### config.mk
export PLATFORM = sky130hd
export DESIGN_NAME = line_fold_at_last_blank_unit
export DESIGN_NICKNAME = d
export VERILOG_FILES = /design/src/sv/lfold_pkg.sv /design/src/sv/lfold_cell.sv /design/src/sv/lfold_ctrl.sv /design/src/sv/line_fold_at_last_blank_unit.sv
export VERILOG_INCLUDE_DIRS = /design/src /design/src/sv
export SDC_FILE = /design/constraint.sdc
export NUM_CORES = 1
export LEC_CHECK = 0
export ABC_AREA = 1
export ABC_CLOCK_PERIOD_IN_PS = 3600
export BUFFER_PORTS_ARGS = -buffer_cell sky130_fd_sc_hd__buf_4
export CORE_MARGIN = 2
export CORE_UTILIZATION = 63
export CTS_CLUSTER_DIAMETER = 150
export DETAILED_ROUTE_END_ITERATION = 6
export MAX_ROUTING_LAYER = met4
export PLACE_DENSITY = 0.85
export SETUP_SLACK_MARGIN = 0.05
export SYNTH_ARGS = -nofsm -noshare
export SYNTH_HDL_FRONTEND = slang
export SYNTH_HIERARCHICAL = 1
export SYNTH_SLANG_ARGS = --single-unit
### constraint.sdc
create_clock -name clk_i -period 3.6 [get_ports clk_i]
set_input_delay 0.36 -clock clk_i [delete_from_list [all_inputs] [get_ports clk_i]]
set_output_delay 0.36 -clock clk_i [all_outputs]
set_load 0.01 [all_outputs]
### src/sv/line_fold_at_last_blank_unit_macros.svh
// Assertion macros used by the line folder controller.
`ifndef LINE_FOLD_AT_LAST_BLANK_UNIT_MACROS_SVH
`define LINE_FOLD_AT_LAST_BLANK_UNIT_MACROS_SVH

// Property that must hold on every clock edge out of reset.
`define LFOLD_ASSERT(lbl, prop, msg) \
  lbl: assert property (@(posedge clk_i) disable iff (!rst_ni) (prop)) else $error(msg);

// Property whose consequence must hold in the cycle after the trigger.
`define LFOLD_ASSERT_NEXT(lbl, trig, cons, msg) \
  lbl: assert property (@(posedge clk_i) disable iff (!rst_ni) (trig) |=> (cons)) \
    else $error(msg);

`endif

### src/sv/lfold_pkg.sv
// Package: constants, state type and chain control struct of the line folder.
package lfold_pkg;

  localparam int unsigned LF_MAX_WIDTH = 40;
  localparam int unsigned LF_FOLD_W    = 6;
  localparam int unsigned LF_CHAR_W    = 8;

  localparam logic [LF_FOLD_W-1:0] LF_FOLD_RESET = 6'd40;
  localparam logic [LF_CHAR_W-1:0] LF_NEWLINE    = 8'h0A;
  localparam logic [LF_CHAR_W-1:0] LF_BLANK      = 8'h20;
  localparam logic [LF_CHAR_W-1:0] LF_FILL_CHAR  = 8'h00;

  typedef enum logic {
    ST_IDLE,
    ST_EMIT
  } state_e;

  // Control broadcast from the controller to every cell of the chain.
  typedef struct packed {
    logic                 shift;
    logic                 wr;
    logic [LF_CHAR_W-1:0] wr_char;
  } chain_ctrl_t;

endpackage

### src/sv/lfold_cell.sv
// One character cell of the line buffer chain.
module lfold_cell
  import lfold_pkg::*;
(
  input  logic                 clk_i,
  input  chain_ctrl_t          ctrl_i,
  input  logic                 sel_i,
  input  logic [LF_CHAR_W-1:0] next_i,
  output logic [LF_CHAR_W-1:0] char_o
);

  logic [LF_CHAR_W-1:0] char_q;
  logic [LF_CHAR_W-1:0] char_d;

  // shift takes the right neighbor, write takes the broadcast character
  always_comb begin
    char_d = char_q;
    if (ctrl_i.shift) begin
      char_d = next_i;
    end else if (ctrl_i.wr && sel_i) begin
      char_d = ctrl_i.wr_char;
    end
  end

  always_ff @(posedge clk_i) begin
    char_q <= char_d;
  end

  assign char_o = char_q;

endmodule

### src/sv/lfold_ctrl.sv
// Controller: fill and blank tracking, fold decision, emit sequencer, output register.
`include "line_fold_at_last_blank_unit_macros.svh"

module lfold_ctrl
  import lfold_pkg::*;
#(
  parameter int unsigned MAX_WIDTH = LF_MAX_WIDTH,
  localparam int unsigned CW = $clog2(MAX_WIDTH + 1),
  localparam int unsigned IW = $clog2(MAX_WIDTH)
) (
  input  logic                 clk_i,
  input  logic                 rst_ni,
  input  logic                 in_valid_i,
  output logic                 in_stall_o,
  input  logic [LF_CHAR_W-1:0] in_char_i,
  output logic                 out_valid_o,
  input  logic                 out_stall_i,
  output logic [LF_CHAR_W-1:0] out_char_o,
  output logic                 out_last_o,
  input  logic                 cfg_valid_i,
  output logic                 cfg_ready_o,
  input  logic [LF_FOLD_W-1:0] cfg_fold_width_i,
  input  logic [LF_CHAR_W-1:0] head_char_i,
  output chain_ctrl_t          chain_o,
  output logic [IW-1:0]        widx_o
);

  state_e state_q, state_d;

  logic [LF_FOLD_W-1:0] fold_q;
  logic [CW-1:0]        fill_q, fill_d;
  logic                 bs_q, bs_d;
  logic [IW-1:0]        bp_q, bp_d;
  logic [CW-1:0]        rem_q, rem_d;

  logic                 out_valid_q, out_valid_d;
  logic [LF_CHAR_W-1:0] out_char_q, out_char_d;
  logic                 out_last_q, out_last_d;

  logic                 in_acc, is_nl, is_blank, fire;
  logic                 slot_free, beat_ld, char_beat, nl_beat;
  logic [LF_FOLD_W-1:0] width_eff;
  logic [IW-1:0]        widx;
  logic [CW-1:0]        f1, rest;
  logic                 bs_new;
  logic [IW-1:0]        bp_new;

  assign cfg_ready_o = 1'b1;

  // fold width register
  always_ff @(posedge clk_i or negedge rst_ni) begin
    if (!rst_ni) begin
      fold_q <= LF_FOLD_RESET;
    end else if (cfg_valid_i) begin
      fold_q <= cfg_fold_width_i;
    end
  end

  // fold decision for the incoming character
  always_comb begin
    width_eff = (fold_q > LF_FOLD_W'(MAX_WIDTH)) ? LF_FOLD_W'(MAX_WIDTH) : fold_q;
    widx      = (fill_q >= CW'(MAX_WIDTH)) ? IW'(MAX_WIDTH - 1) : fill_q[IW-1:0];
    is_nl     = (in_char_i == LF_NEWLINE);
    is_blank  = (in_char_i == LF_BLANK);
    f1        = CW'(widx) + CW'(1);
    bs_new    = bs_q | is_blank;
    bp_new    = is_blank ? widx : bp_q;
    rest      = f1 - CW'(bp_new) - CW'(1);
    fire      = is_nl || (LF_FOLD_W'(f1) >= width_eff);
  end

  assign in_acc    = in_valid_i && (state_q == ST_IDLE);
  assign slot_free = !out_valid_q || !out_stall_i;

  // next state
  always_comb begin
    state_d = state_q;
    unique case (state_q)
      ST_IDLE: if (in_acc && fire) state_d = ST_EMIT;
      ST_EMIT: if (nl_beat) state_d = ST_IDLE;
      default: state_d = ST_IDLE;
    endcase
  end

  // FSM outputs
  always_comb begin
    in_stall_o = 1'b1;
    beat_ld    = 1'b0;
    unique case (state_q)
      ST_IDLE: in_stall_o = 1'b0;
      ST_EMIT: beat_ld    = slot_free;
      default: in_stall_o = 1'b1;
    endcase
  end

  assign char_beat = beat_ld && (rem_q != '0);
  assign nl_beat   = beat_ld && (rem_q == '0);

  // line bookkeeping and emit count
  always_comb begin
    fill_d = fill_q;
    bs_d   = bs_q;
    bp_d   = bp_q;
    rem_d  = rem_q;
    if (in_acc) begin
      if (is_nl) begin
        rem_d  = fill_q;
        fill_d = '0;
        bs_d   = 1'b0;
      end else if (!fire) begin
        fill_d = f1;
        bs_d   = bs_new;
        bp_d   = bp_new;
      end else if (!bs_new) begin
        rem_d  = f1;
        fill_d = '0;
        bs_d   = 1'b0;
      end else begin
        // emit up to the blank; the newline beat's shift drops the blank
        rem_d  = CW'(bp_new);
        fill_d = rest;
        bs_d   = 1'b0;
        bp_d   = '0;
      end
    end else if (char_beat) begin
      rem_d = rem_q - CW'(1);
    end
  end

  // output register
  always_comb begin
    out_valid_d = out_valid_q;
    out_char_d  = out_char_q;
    out_last_d  = out_last_q;
    if (char_beat) begin
      out_valid_d = 1'b1;
      out_char_d  = head_char_i;
      out_last_d  = 1'b0;
    end else if (nl_beat) begin
      out_valid_d = 1'b1;
      out_char_d  = LF_NEWLINE;
      out_last_d  = 1'b1;
    end else if (!out_stall_i) begin
      out_valid_d = 1'b0;
    end
  end

  always_ff @(posedge clk_i or negedge rst_ni) begin
    if (!rst_ni) begin
      state_q     <= ST_IDLE;
      fill_q      <= '0;
      bs_q        <= 1'b0;
      bp_q        <= '0;
      rem_q       <= '0;
      out_valid_q <= 1'b0;
    end else begin
      state_q     <= state_d;
      fill_q      <= fill_d;
      bs_q        <= bs_d;
      bp_q        <= bp_d;
      rem_q       <= rem_d;
      out_valid_q <= out_valid_d;
    end
  end

  always_ff @(posedge clk_i) begin
    out_char_q <= out_char_d;
    out_last_q <= out_last_d;
  end

  assign out_valid_o = out_valid_q;
  assign out_char_o  = out_char_q;
  assign out_last_o  = out_last_q;

  // chain control: write in idle, shift on every emitted beat
  assign chain_o.shift   = beat_ld;
  assign chain_o.wr      = in_acc && !is_nl;
  assign chain_o.wr_char = in_char_i;
  assign widx_o          = widx;

  // checks
  `LFOLD_ASSERT(a_fill_below_max, fill_q <= CW'(MAX_WIDTH - 1), "fill count reached the depth")
  `LFOLD_ASSERT(a_blank_inside, !bs_q || (CW'(bp_q) < fill_q), "blank position past fill")
  `LFOLD_ASSERT_NEXT(a_nl_ends_run, nl_beat,
    (state_q == ST_IDLE) && out_valid_o && out_last_o && (out_char_o == LF_NEWLINE),
    "newline beat did not close the run")
  `LFOLD_ASSERT_NEXT(a_nl_clears, in_acc && is_nl, (fill_q == '0) && !bs_q,
    "newline did not clear the line")

endmodule

### src/sv/line_fold_at_last_blank_unit.sv
// Top level: line folder built from a chain of character cells and a controller.
//
// Word-wrap line folder. One character byte enters per input beat. The line is
// held in a row of MAX_WIDTH character cells; the controller writes a new
// character into the cell at the fill position and tracks the last blank. A
// newline, or reaching fold_width (capped at MAX_WIDTH), starts a run: the
// chain shifts toward its head once per output beat and the head cell feeds the
// output register, followed by a newline beat with out_last set. When the fold
// is at a blank the newline beat's shift also drops the blank, leaving the rest
// of the line at the front of the chain. A character that causes no output is
// simply accepted; one that emits k characters (k at most MAX_WIDTH) is accepted,
// then followed by k character beats and a newline beat, one output beat per
// cycle taken from the head of the chain while the output does not stall. The
// input stalls during a run; the fold width register is always ready. An
// unterminated final line stays buffered.
module line_fold_at_last_blank_unit
  import lfold_pkg::*;
#(
  parameter int unsigned MAX_WIDTH = LF_MAX_WIDTH
) (
  input  logic                 clk_i,
  input  logic                 rst_ni,
  input  logic                 in_valid_i,
  output logic                 in_stall_o,
  input  logic [LF_CHAR_W-1:0] in_char_i,
  output logic                 out_valid_o,
  input  logic                 out_stall_i,
  output logic [LF_CHAR_W-1:0] out_char_o,
  output logic                 out_last_o,
  input  logic                 cfg_valid_i,
  output logic                 cfg_ready_o,
  input  logic [LF_FOLD_W-1:0] cfg_fold_width_i
);

  localparam int unsigned IW = $clog2(MAX_WIDTH);

  chain_ctrl_t          chain;
  logic [IW-1:0]        widx;
  logic [LF_CHAR_W-1:0] cell_char [MAX_WIDTH];

  lfold_ctrl #(
    .MAX_WIDTH(MAX_WIDTH)
  ) u_ctrl (
    .clk_i            (clk_i),
    .rst_ni           (rst_ni),
    .in_valid_i       (in_valid_i),
    .in_stall_o       (in_stall_o),
    .in_char_i        (in_char_i),
    .out_valid_o      (out_valid_o),
    .out_stall_i      (out_stall_i),
    .out_char_o       (out_char_o),
    .out_last_o       (out_last_o),
    .cfg_valid_i      (cfg_valid_i),
    .cfg_ready_o      (cfg_ready_o),
    .cfg_fold_width_i (cfg_fold_width_i),
    .head_char_i      (cell_char[0]),
    .chain_o          (chain),
    .widx_o           (widx)
  );

  // row of cells; each shifts toward the head, the tail takes filler
  for (genvar i = 0; i < MAX_WIDTH; i++) begin : g_cell
    logic [LF_CHAR_W-1:0] next_char;
    logic                 sel;

    if (i == MAX_WIDTH - 1) begin : g_tail
      assign next_char = LF_FILL_CHAR;
    end else begin : g_body
      assign next_char = cell_char[i+1];
    end

    assign sel = (widx == IW'(i));

    lfold_cell u_cell (
      .clk_i  (clk_i),
      .ctrl_i (chain),
      .sel_i  (sel),
      .next_i (next_char),
      .char_o (cell_char[i])
    );
  end

endmodule
Word level (Yosys, flattened, before mapping)
Index checks and enable logic that the tools add are counted.
{"block": "classes", "add_sub_neg": 4, "order_cmp": 3, "n_eq_ne": 44, "n_mux": 103, "n_bitwise": 3, "reduce_logical": 96}
{"operator": "2-to-1 mux 8 bit", "n": 80}
{"operator": "equality test 6 x 5 -> 1 bit, second input constant", "n": 16}
{"operator": "nonzero test 2 bit", "n": 41}
{"operator": "2-to-1 mux 6 bit", "n": 13}
{"operator": "equality test 6 x 4 -> 1 bit, second input constant", "n": 8}
{"operator": "equality test 6 bit, second input constant", "n": 8}
{"operator": "logical AND 1 bit", "n": 45}
{"operator": "equality test 6 x 3 -> 1 bit, second input constant", "n": 4}
{"operator": "equality test 6 x 2 -> 1 bit, second input constant", "n": 2}
{"operator": "logical NOT 6 bit", "n": 2}
{"operator": "subtractor 6 x 1 -> 6 bit, second input constant", "n": 2}
{"operator": "2-to-1 mux 1 bit", "n": 9}
{"operator": "equality test 8 x 4 -> 1 bit, second input constant", "n": 1}
{"operator": "equality test 8 x 6 -> 1 bit, second input constant", "n": 1}
{"operator": "adder 6 x 1 -> 6 bit, second input constant", "n": 1}
{"operator": "equality test 6 x 1 -> 1 bit, second input constant", "n": 1}
{"operator": "greater-or-equal comparator 6 bit", "n": 1}
{"operator": "greater-or-equal comparator 6 bit, second input constant", "n": 1}
{"operator": "> comparator 6 bit, second input constant", "n": 1}
{"operator": "nonzero test 6 bit", "n": 1}
{"operator": "subtractor 6 bit", "n": 1}
{"operator": "logical NOT 1 bit", "n": 3}
{"operator": "!= test 3 x 1 -> 1 bit, second input constant", "n": 1}
{"operator": "!= test 3 bit, second input constant", "n": 1}
{"operator": "other kinds (7)", "n": 9}
{"block": "word_totals", "register_bits": 356, "inputBits": 19, "out_inout_bits": 12, "word_cells": 302}

Depth between registers and ports, before layout
{"block": "logic_depth", "ltp_word": 8, "ltp_mapped": 21, "depth_no_buf": 21}

Modules after synthesis
Netlist, hierarchy kept.
{"module": "lfold_cell", "n_inst": 40, "cells_each": 36, "area_each_um2": 352.8, "seq_area_each_um2": 240.2}
{"module": "lfold_ctrl", "n_inst": 1, "cells_each": 366, "area_each_um2": 2630.0, "seq_area_each_um2": 938.4}
{"module": "line_fold_at_last_blank_unit", "n_inst": 1, "cells_each": 78, "area_each_um2": 329.1, "seq_area_each_um2": 0.0}

Worst setup path after synthesis
Ideal clock, no wire load.
{"block": "synth_path", "path_kind": "reg2reg", "start": "reg u_ctrl.fill_q[3]", "end": "reg u_ctrl.rem_q[0]", "t_arrival_ns": 2.497, "path_slack_ns": 0.984, "path_stages_with_launch": 19, "n_path_buf": 1, "path_cell_list": "dfrtp_1 o21ai_1 nand2_2 ha_1 inv_1 xor2_1 inv_1 ha_1 nand2_1 nand2_1 nand2_1 nand3_2 nand2_2 nand3_4 nand2_4 nand2_4 buf_6 nand2_2 o21ai_2"}
{"block": "synth_between", "elab_chain_len": 7}
{"item": "start, declared", "line_no": "lfold_ctrl.sv:31", "source": "logic [CW-1:0] fill_q, fill_d;"}
{"item": "start signal, assigned", "line_no": "lfold_ctrl.sv:158", "source": "fill_q <= fill_d;"}
{"item": "greater-or-equal comparator 6 bit *", "line_no": "lfold_ctrl.sv:62", "source": "widx = (fill_q >= CW'(MAX_WIDTH)) ? IW'(MAX_WIDTH - 1) : fill_q[IW-1:0];"}
{"item": "2-to-1 mux 6 bit *", "line_no": "lfold_ctrl.sv:62"}
{"item": "via widx[0]", "line_no": "line_fold_at_last_blank_unit.sv:38", "source": "logic [IW-1:0] widx;"}
{"item": "adder 6 x 1 -> 6 bit or 2-to-1 mux 6 bit (tied branches)", "line_no": "lfold_ctrl.sv:65, lfold_ctrl.sv:67"}
{"item": "greater-or-equal comparator 6 bit or 2-to-1 mux 6 bit (tied branches)", "line_no": "lfold_ctrl.sv:69, lfold_ctrl.sv:114"}
{"item": "logical OR 1 bit or 2-to-1 mux 6 bit (tied branches)", "line_no": "lfold_ctrl.sv:69, lfold_ctrl.sv:110"}
{"item": "!= test 3 bit (no source line) or 2-to-1 mux 6 bit (tied branches)"}
{"item": "AND reduction 2 bit (no source line) or 2-to-1 mux 6 bit (tied branches)"}
{"item": "end signal, assigned", "line_no": "lfold_ctrl.sv:161", "source": "rem_q <= rem_d;"}
{"item": "end, declared", "line_no": "lfold_ctrl.sv:34", "source": "logic [CW-1:0] rem_q, rem_d;"}
The timed path passes the listed nets; every way through them passes the cells marked *. The select of a mux whose other input is x is not followed.
A chain may end at the register's enable or synchronous reset.

Final worst setup path
{"block": "layout_path", "start": "reg u_ctrl.fill_q[3]", "end": "reg u_ctrl.fill_q[1]"}
{"block": "layout_between", "elab_chain_len": 8}
{"item": "greater-or-equal comparator 6 bit *", "line_no": "lfold_ctrl.sv:62"}
{"item": "2-to-1 mux 6 bit *", "line_no": "lfold_ctrl.sv:62"}
{"item": "via widx[1]", "line_no": "line_fold_at_last_blank_unit.sv:38"}
{"item": "adder 6 x 1 -> 6 bit or 2-to-1 mux 6 bit (tied branches)", "line_no": "lfold_ctrl.sv:65, lfold_ctrl.sv:67"}
{"item": "subtractor 6 bit", "line_no": "lfold_ctrl.sv:68", "source": "rest = f1 - CW'(bp_new) - CW'(1);"}
{"item": "subtractor 6 x 1 -> 6 bit", "line_no": "lfold_ctrl.sv:68"}
{"item": "2-to-1 mux 6 bit", "line_no": "lfold_ctrl.sv:114", "source": "end else if (!bs_new) begin"}
{"item": "2-to-1 mux 6 bit *", "line_no": "lfold_ctrl.sv:110", "source": "end else if (!fire) begin"}
{"item": "2-to-1 mux 6 bit *", "line_no": "lfold_ctrl.sv:106", "source": "if (is_nl) begin"}
The timed path passes the listed nets; every way through them passes the cells marked *.

==> out/qor.txt <==
TritonCTS Sinks -> 356
critical path's largest stage delay -> 460 ps
maximum vdd drop -> 0.000581 V
clock tree buffer depth -> 3
Detail Route Antenna Nets -> 0
area fraction in compound gates after synthesis -> 1.96%
YS warnings -> 6
number of global-route vias before repair -> 12.7k
CP arrival -> 3450 ps
minimum setup slack among reg-to-reg paths -> 540 ps
number of DRC markers in iteration 0 -> 1410
WP data required -> 3990 ps
grt total ovfl -> 0
Buf+Inv Stages, Crit Path -> 3
Final Core Density -> 69.4%
post-place setup slack -> 597 ps
Sw Share -> 37.3%
htree depth -> 2
die width -> 169 µm
fin crit share -> 85.0%
area grow syn2layout -> 8.88%
via count -> 13.0k
Lkg Pwr -> 0.00853 µW
routability cong. -> 0.969
PortBufs -> 29
R2R Path End -> u_ctrl/fill_q[1]
Die H -> 169 µm
final setup margin -> 539 ps
mux contribution to synthesized area -> 0.0660%
fin crit period -> 3060 ps
Total Wirelength -> 39100 µm
cell area after synthesis -> 0.0171 mm²
Starting Density -> 63.7%
post-synthesis adder-cell area fraction -> 0.997%
Mapped Cells -> 1884
Die ar. -> 0.0284 mm²
final hold violation count -> 0
Slew Limit Fails -> 0
logic gate share of total power -> 34.2%
worst skew pair latency -> 530 ps
dpl hpwl -> 24400 µm
Slew @ Worst Pin -> 652 ps
DR WL/cell -> 17.0 µm
RSZ-0062 raised after global routing -> no
outcome -> completed
CP endpoint kind -> register
IO Pins -> 31
DRC viols -> 0
Final nets -> 1957
largest net degree at the start of global routing -> 81
reg2reg path depth -> 17
WHS Path Cells -> 3
FF+latch count, synth -> 356
Clock Power Share -> 21.3%
Tot Pwr -> 17600 µW
initial antenna violation count -> 0
Global Route Usage Sum -> 28.7%
drt first pass iters -> 6
DP Cell Count -> 2225
kind of critical path -> register to register
Fin Clk Skew -> 18.3 ps
CTS buffer count -> 38
Reg clk slew, reported paths -> 60 ps
r2r startpoint -> u_ctrl/fill_q[3]
Max FO, Critical Path -> 9
MaxCap Viol Count -> 0
Switch Pwr -> 6550 µW
Peak Freq -> 327 MHz
Netlist cell types -> 42
Endpoint, Worst Hold -> u_ctrl/fold_q[0]
Via-to-Cell Ratio -> 5.65
register area share after synthesis -> 61.8%
Rel. slew slack -> 56.5%
total negative slack -> 0 ps
startpoint types -> register
Simple-Gate Fraction of Synth Area -> 28.9%
first-pass GRT wire length -> 62500 µm
Worst Hold Launch -> cfg_fold_width_i[0]
share of cells above drive strength 1 -> 9.83%
CP delay by family, top -> simple AND/OR/NAND/NOR gates
Synth Area in XOR/XNOR -> 0.352%
largest family of logic cells by synthesized area -> simple AND/OR/NAND/NOR gates
P_int -> 11000 µW
Hold Path Class -> input pin to register
most used cell, CP -> nand2_1
CTS tree -> yes
Avg Cell Area, Syn -> 9.06 µm²
worst path cell trace -> o21ai_1 > nand2_1 > ha_1 > inv_1 > xor2_1 > inv_1 > ha_1 > nand2_1 > nand2_1 > nand2_1 > nand3_2 > nand2_2 > nand3_4 > inv_2 > nand2_1 > nand3_1 > o21ai_0
cell area power density -> 944 mW/mm²
Cell Count, Final, Fillers Out -> 2295
cell row count -> 60
diodes inserted -> 0
slowest cell on the critical path -> dfrtp_1
Sequential Power Share -> 44.5%
Final setup violation count -> 0
Core Area -> 0.0268 mm²
Root Driver -> clkbuf_16
==> layer usage <==
layer / vias up / GRT usage (%) / share of wire (%)
met2: 660 / 48.6 / 49
met3: 133 / 4.91 / 8.6
met1: 6104 / 34.7 / 38
met5: - / - / 0
li1: 6073 / - / -
met4: 0 / 11.5 / 3.5
==> worst reg2reg max path: stages, from the launching register on <==
cell and delay [ps]:
dfrtp_1 460, o21ai_1 340, nand2_1 250, ha_1 280, inv_1 70, xor2_1 170, inv_1 120, ha_1 300
nand2_1 80, nand2_1 50, nand2_1 60, nand3_2 80, nand2_2 100, nand3_4 140, inv_2 200, nand2_1 80
nand3_1 70, o21ai_0 90
==> synth_stat cells <==
master    count  area (µm²)
nand2_1    1159        4350
edfxtp_1    328        9850
nor2_1       70         263
inv_1        66         248
inv_2        44         165
buf_6        43         484
dfrtp_1      25         626
o21ai_0      22         110
nand2_2      16         100
nand3_1      13        65.1
a21oi_1      12        60.1
ha_1         12         150
buf_4        11        82.6
o21ai_1      11        55.1
o21ai_2       6        52.6
nor2_2        5        31.3
clkbuf_1      4        15.0
o211ai_1      3        22.5
or2_2         3        18.8
xor2_1        3        26.3
conb_1        2        7.51
dfstp_2       2        52.6
nand2_4       2        22.5
nand3_2       2        20.0
o21a_1        2        15.0
xnor2_1       2        17.5
a211oi_1      1        7.51
a31oi_1       1        6.26
buf_2         1        5.00
dfxtp_1       1        20.0
fa_1          1        20.0
mux2_2        1        11.3
nand3_4       1        17.5
nand3b_1      1        7.51
nand4_1       1        6.26
nor2_4        1        11.3
nor3_1        1        5.00
nor3_2        1        10.0
nor4_1        1        6.26
o22ai_1       1        6.26
or2_1         1        6.26
xor2_2        1        16.3
==> cell type report <==
cell class                 count  area [µm²]
fill                        1920        8210
clock buffer                  47        1010
multi-input combinational   1366        5560
timing repair buffer          53         450
sequential                   356       10500
clock inverter                22         179
tap                          341         427
inverter                     110         420
==> cell families after synthesis <==
logic type               after synthesis
AND/OR/NAND/NOR                     1278
flip-flops                           356
buffers and inverters                169
AO/OA/AOI/OAI                         59
adder cells (fa/ha/maj)               13
XOR/XNOR                               6
other                                  2
multiplexers                           1
==> power by group through the flow <==
stage / Clock [µW] / Combinational [µW] / Sequential [µW]
finish: 3750 / 6000 / 7810
global route: 3930 / 6750 / 7980
CTS: 3770 / 5930 / 7830
detailed placement: 0 / 5830 / 7880
global placement: 0 / 5580 / 7830
floorplan: 0 / 4690 / 7690
==> sequential cells by signal, indices dropped and copies added (netlist names) <==
name                  flops
u_ctrl/state_q            1
u_ctrl/out_char_o         8
u_ctrl/bp_q               6
u_ctrl/fill_q             6
u_ctrl/fold_q             6
g_cell.u_cell/char_o    320
u_ctrl/bs_q               1
u_ctrl/rem_q              6
u_ctrl/out_last_o         1
u_ctrl/out_valid_o        1
==> cells in the final DEF, fill, tap and decap left out, types with 8 or more instances in the layout <==
cell,count
o21ai_0,22
ha_1,12
nand2_1,1159
inv_1,65
clkbuf_16,39
dfrtp_1,25
nor2_1,69
clkbuf_1,8
edfxtp_1,328
clkinv_1,8
buf_4,48
nand3_1,13
a21oi_1,12
conb_1,9
nand2_2,16
o21ai_1,11
inv_2,44
==> stage by stage <==
stage | instance area, µm² | hold WS [ps]
after floorplan | 17100 | 64.4
after global placement | 17400 | 305
after detailed placement | 17400 | 310
after CTS | 18600 | 35.7
after global routing | 18600 | 63.2
final | 18600 | 45.9
==> timing repair <==
| action | in CTS | in global routing |
|---|---|---|
| gates resized for setup | 0 | 0 |
| hold endpoints to repair | 25 | 0 |
| setup buffers | 0 | 0 |
| hold buffers | 1 | 0 |
==> how the worst max path moves through the flow <==
stage / from / cells past startpoint / endpoint
2_1_floorplan: u_ctrl/fill_q[3] / 18 / u_ctrl/rem_q[0]
3_3_place_gp: u_ctrl/fill_q[3] / 17 / u_ctrl/fill_q[1]
3_5_place_dp: u_ctrl/fill_q[3] / 17 / u_ctrl/fill_q[1]
4_1_cts: u_ctrl/fill_q[3] / 17 / u_ctrl/fill_q[1]
5_1_grt: u_ctrl/fill_q[3] / 17 / u_ctrl/fill_q[1]
6_report: u_ctrl/fill_q[3] / 17 / u_ctrl/fill_q[1]
Note: power is estimated with default switching activity, not from simulation.
